`src/hw/rtl/rsg_ram.sv`:
```
`timescale 1ns / 1ps
// Simple dual-port RAM: one write port, one read port with registered data.
module rsg_ram #(
	parameter int WIDTH = 8,
	parameter int DEPTH = 16
) (
	input  logic                     clk,
	input  logic                     we,
	input  logic [$clog2(DEPTH)-1:0] waddr,
	input  logic [WIDTH-1:0]         wdata,
	input  logic                     re,
	input  logic [$clog2(DEPTH)-1:0] raddr,
	output logic [WIDTH-1:0]         rdata
);

	logic [WIDTH-1:0] mem [DEPTH];

	always_ff @(posedge clk) begin
		if (we) begin
			mem[waddr] <= wdata;
		end
		if (re) begin
			rdata <= mem[raddr];
		end
	end

endmodule

```
`config.mk`:
```
export PLATFORM = sky130hd
export DESIGN_NAME = rsg_ram
export DESIGN_NICKNAME = d
export VERILOG_FILES = /design/src/hw/rtl/rsg_ram.sv
export SDC_FILE = /design/constraint.sdc
export NUM_CORES = 1
export LEC_CHECK = 0
export ABC_AREA = 1
export BUFFER_PORTS_ARGS = -buffer_cell sky130_fd_sc_hd__buf_2
export CAP_MARGIN = 25
export CORE_MARGIN = 3
export CORE_UTILIZATION = 45
export DETAILED_ROUTE_END_ITERATION = 10
export GPL_TIMING_DRIVEN = 0
export PLACE_DENSITY = 0.72
export SLEW_MARGIN = 15
export SYNTH_ARGS = -nofsm -noshare
export SYNTH_HDL_FRONTEND = slang
export SYNTH_SLANG_ARGS = --single-unit
```
`constraint.sdc`:
```
create_clock -name clk -period 1.4 [get_ports clk]
set_clock_uncertainty 0.15 [all_clocks]
set_input_delay 0.07 -clock clk [delete_from_list [all_inputs] [get_ports clk]]
set_output_delay 0.07 -clock clk [all_outputs]
set_load 0.05 [all_outputs]
```
# Word-level counts from Yosys, hierarchy flattened
# Memory sizes are Yosys's and may differ from the RTL's. A register that Yosys moved wholly into a read port is not among the register bits.
# Cells that the tools add are included.
[word_totals] reg_bits=0 ramBits=128 inputBits=19 out_inout_bits=8 word_cells=3 n_memories=1
[memory_table] memory="mem" depth=16 word_bits=8 read_ports=1 rd_clocked_by_memory_dff=1 write_ports=1 line_no="16" text="logic [WIDTH-1:0] mem [DEPTH];"
[op_classes] mux=2
[op_table] op="2-to-1 mux 1 bit" n=2

# Logic depth before layout (Yosys ltp)
[logic_depth] word_depth=2 mapped_depth=8 depth_no_buf=7

# Worst setup path before layout
# Ideal clock, no wire load.
[synth_timing] path_kind="input -> register" start="in waddr[2]" end="mem mem[10][0] (enable)" setup_time_ps=370 arrival_ps=651 t_required_ps=880 slack_ps=229 path_stages=2 n_path_buf=0 cell_sequence="nand3b_1 nor2_1"
[synth_lines] element="start, declared" line_no="9" text="input logic [$clog2(DEPTH)-1:0] waddr,"
[synth_lines] element="end, declared" line_no="16"
# Straight into the memory's write port.

==> metrics.md <==
| Metric | Value |
|---|---|
| Synth cell types | 11 |
| Fmax | 759.6 MHz |
| Crit path DAT | 1.33 ns |
| Worst min path class | input pin to register |
| P&R area growth vs syn | 17.68% |
| Initial Util | 46.14% |
| CP bufs+invs | 1 |
| Critical Path Fanout Max | 1 |
| EDFF count, synth | 136 |
| Drt via density | 5.041 |
| Mapped Nets | 570 |
| Grt total ovfl | 0 |
| CTS max path bufs | 2 |
| H-tree depth | 4 |
| Dominant synthesized flop cell | edfxtp_1 |
| Synth area leaders | edfxtp_1 (70%), nand2_1 (11%), nand3_1 (8.3%) |
| Fin area | 6880 sq um |
| Iter 0 DRT Violations | 367 |
| Crit path cell chain | inv_1, nand2_1, nand3_1, nand3_1, nand3_1, nand2_1 |
| Critical path's slowest cell | edfxtp_1 |
| CTS tree | yes |
| Sequential fraction of the synthesis area | 69.85% |
| Drt wl/cell | 17.62 microns |
| DRT Pass-1 Iters | 6 |
| Syn_area_per_cell | 10.61 sq um |
| DR vias | 3977 |
| Setup Fix Bufs, Post-CTS | 0 |
| Crit path largest cell delay | 0.36 ns |
| Synth async-reset ratio | 0% |
| CTS Sinks | 136 |
| Post-Synthesis Cells | 551 |
| Most used cell, CP | nand3_1 |
| Vias in the first global route | 3857 |
| Initial antenna violation count | 0 |
| Clk pin slew, worst setup/hold paths | 0.06 ns |
| Row Count | 41 |
| Drt total wl | 13900 microns |
| Worst IR drop on VDD | 1.071 mV |
| Crit Path Class | register to register |
| Final worst path period share | 94.04% |
| # port buffers | 23 |
| Die height | 120.0 microns |
| Final-stage net count | 623 |
| Ant. Diodes | 0 |
| Flops & latches, synth | 136 |
| Pre-CTS WS | -0.3806 ns |
| Static leakage | 0.002940 uW |
| Die area | 14400 sq um |
| Synth area leader | edfxtp_1 |
| Outcome | complete, no violations |
| DP HPWL | 9031 microns |
| Clk Latency, worst-skew pair | 0.43 ns |
| Worst Tran Pin Value | 0.9229 ns |
| Fillers | 1071 |
| Power Dens Cells | 1411 nW/um^2 |
| Post-DRT Antenna Nets | 0 |
| Largest net degree at the start of global routing | 17 |
| Critical path required time | 1.41 ns |
| Worst path top cell family by delay | simple AND/OR/NAND/NOR gates |
| Root buffer cell | clkbuf_16 |
| Tmin final | 1.316 ns |
| CTS Buf Count | 17 |
| Synth warn | 0 |
| I/O pin cnt | 27 |
| Share of layout cells above drive strength 1 | 12.64% |
| Die Wd | 120.0 microns |
| Setup crit end kind | register |
| CP startpoint kind | register |
| Core Box Area | 12670 sq um |
| Final Max Tran Viols | 0 |
| Most frequent cell after synthesis | nand2_1 |
| Slew Limit Headroom | 38.24% |
| Commonest cells post-synth | nand2_1 (173), edfxtp_1 (136), inv_1 (100) |
| Fin. Hold Viols | 0 |
| Mapped cell area | 5847 sq um |
| Area fraction of the dominant cell type after synthesis | 69.85% |
| Final setup viols | 0 |
| Global-route wire length before repair | 21460 microns |
| Total track usage | 20.53% |
| MaxCap Viol Count | 0 |
| RSZ-0062 raised after global routing | no |
| Routability cong. | 0.8727 |
| Setup WS post-layout | 0.08350 ns |
| # DRC | 0 |
| DP Area | 6177 sq um |
[worst paths after layout]
path	start	to	slack, ns	cells past startpoint
setup reg to reg	mem[14][1]	rdata[1]	0.08	6
hold / removal	raddr[2]	rdata[4]	0.04	4
hold reg to reg	mem[6][2]	rdata[2]	0.62	6
setup / recovery	mem[14][1]	rdata[1]	0.08	6
[repair_timing]
item,4_1_cts,5_1_grt
hold buffers,11,0
endpoints found under the hold margin,137,0
resized for setup,0,2
endpoints found under the setup margin,0,9
[registers in the layout (all words and copies together), names as in the netlist]
name and flops:
mem 128, rdata 8
[kinds of logic after synthesis]
kind of cell	Yosys count	synth area share [%]
AND/OR/NAND/NOR	289	20.76
buffers and inverters	126	9.394
flip-flops	136	69.85
[layout make-up]
cell class	instances	area (sq um)	share of cell area, %
multi-input cells	289	1221	17.75
flip-flops and latches	136	4084	59.36
clock inverters	15	160.2	2.328
well taps	172	215.2	3.128
plain buffers	24	166.4	2.419
repair buffers	34	225.2	3.273
clock buffers	17	425.4	6.183
inverters	102	382.9	5.565
[where the power goes]
group	switching (uW)	internal, uW	total, uW
clock network	1660	2760	4420
registers	21.2	4590	4610
logic	489	192	681
[per-layer routing]
layer	global-route usage [%]	vias up	share of wire [%]
met2	30.87	193	46
li1	-	1886	-
met1	27.87	1874	42
met5	0	-	0
met3	6.221	24	8.7
met4	8.661	0	2.6
[stage by stage]
step           power, uW  util [%]  TNS (ns)  instances  hold slack, ns
2_1_floorplan       5084         -         0        551         0.01887
3_3_place_gp        5316     48.75    -19.21        746          0.2802
3_5_place_dp        5337     48.75    -25.78        746          0.2898
4_1_cts             9731     54.24         0        789         0.02117
5_1_grt            10000     54.30         0        789         0.03945
6_report            9708     54.30         0        789         0.03874
[worst reg2reg max path, stage by stage, from the launching register on]
cell and delay [ns]:
edfxtp_1 0.36, inv_1 0.06, nand2_1 0.07, nand3_1 0.10, nand3_1 0.09, nand3_1 0.13
nand2_1 0.11
[placed cells by master (no fill, tap or decap), drive strengths merged]
| cell type | n |
|---|---|
| nand2 | 173 |
| edfxtp | 136 |
| inv | 102 |
| nand3 | 97 |
| buf | 47 |
| clkbuf | 17 |
| nor2 | 17 |
| dlygate4sd3 | 11 |
| clkinvlp | 6 |
| clkinv | 6 |
| bufinv | 3 |
| nand3b | 2 |
Power figures use the tool's default switching activity.
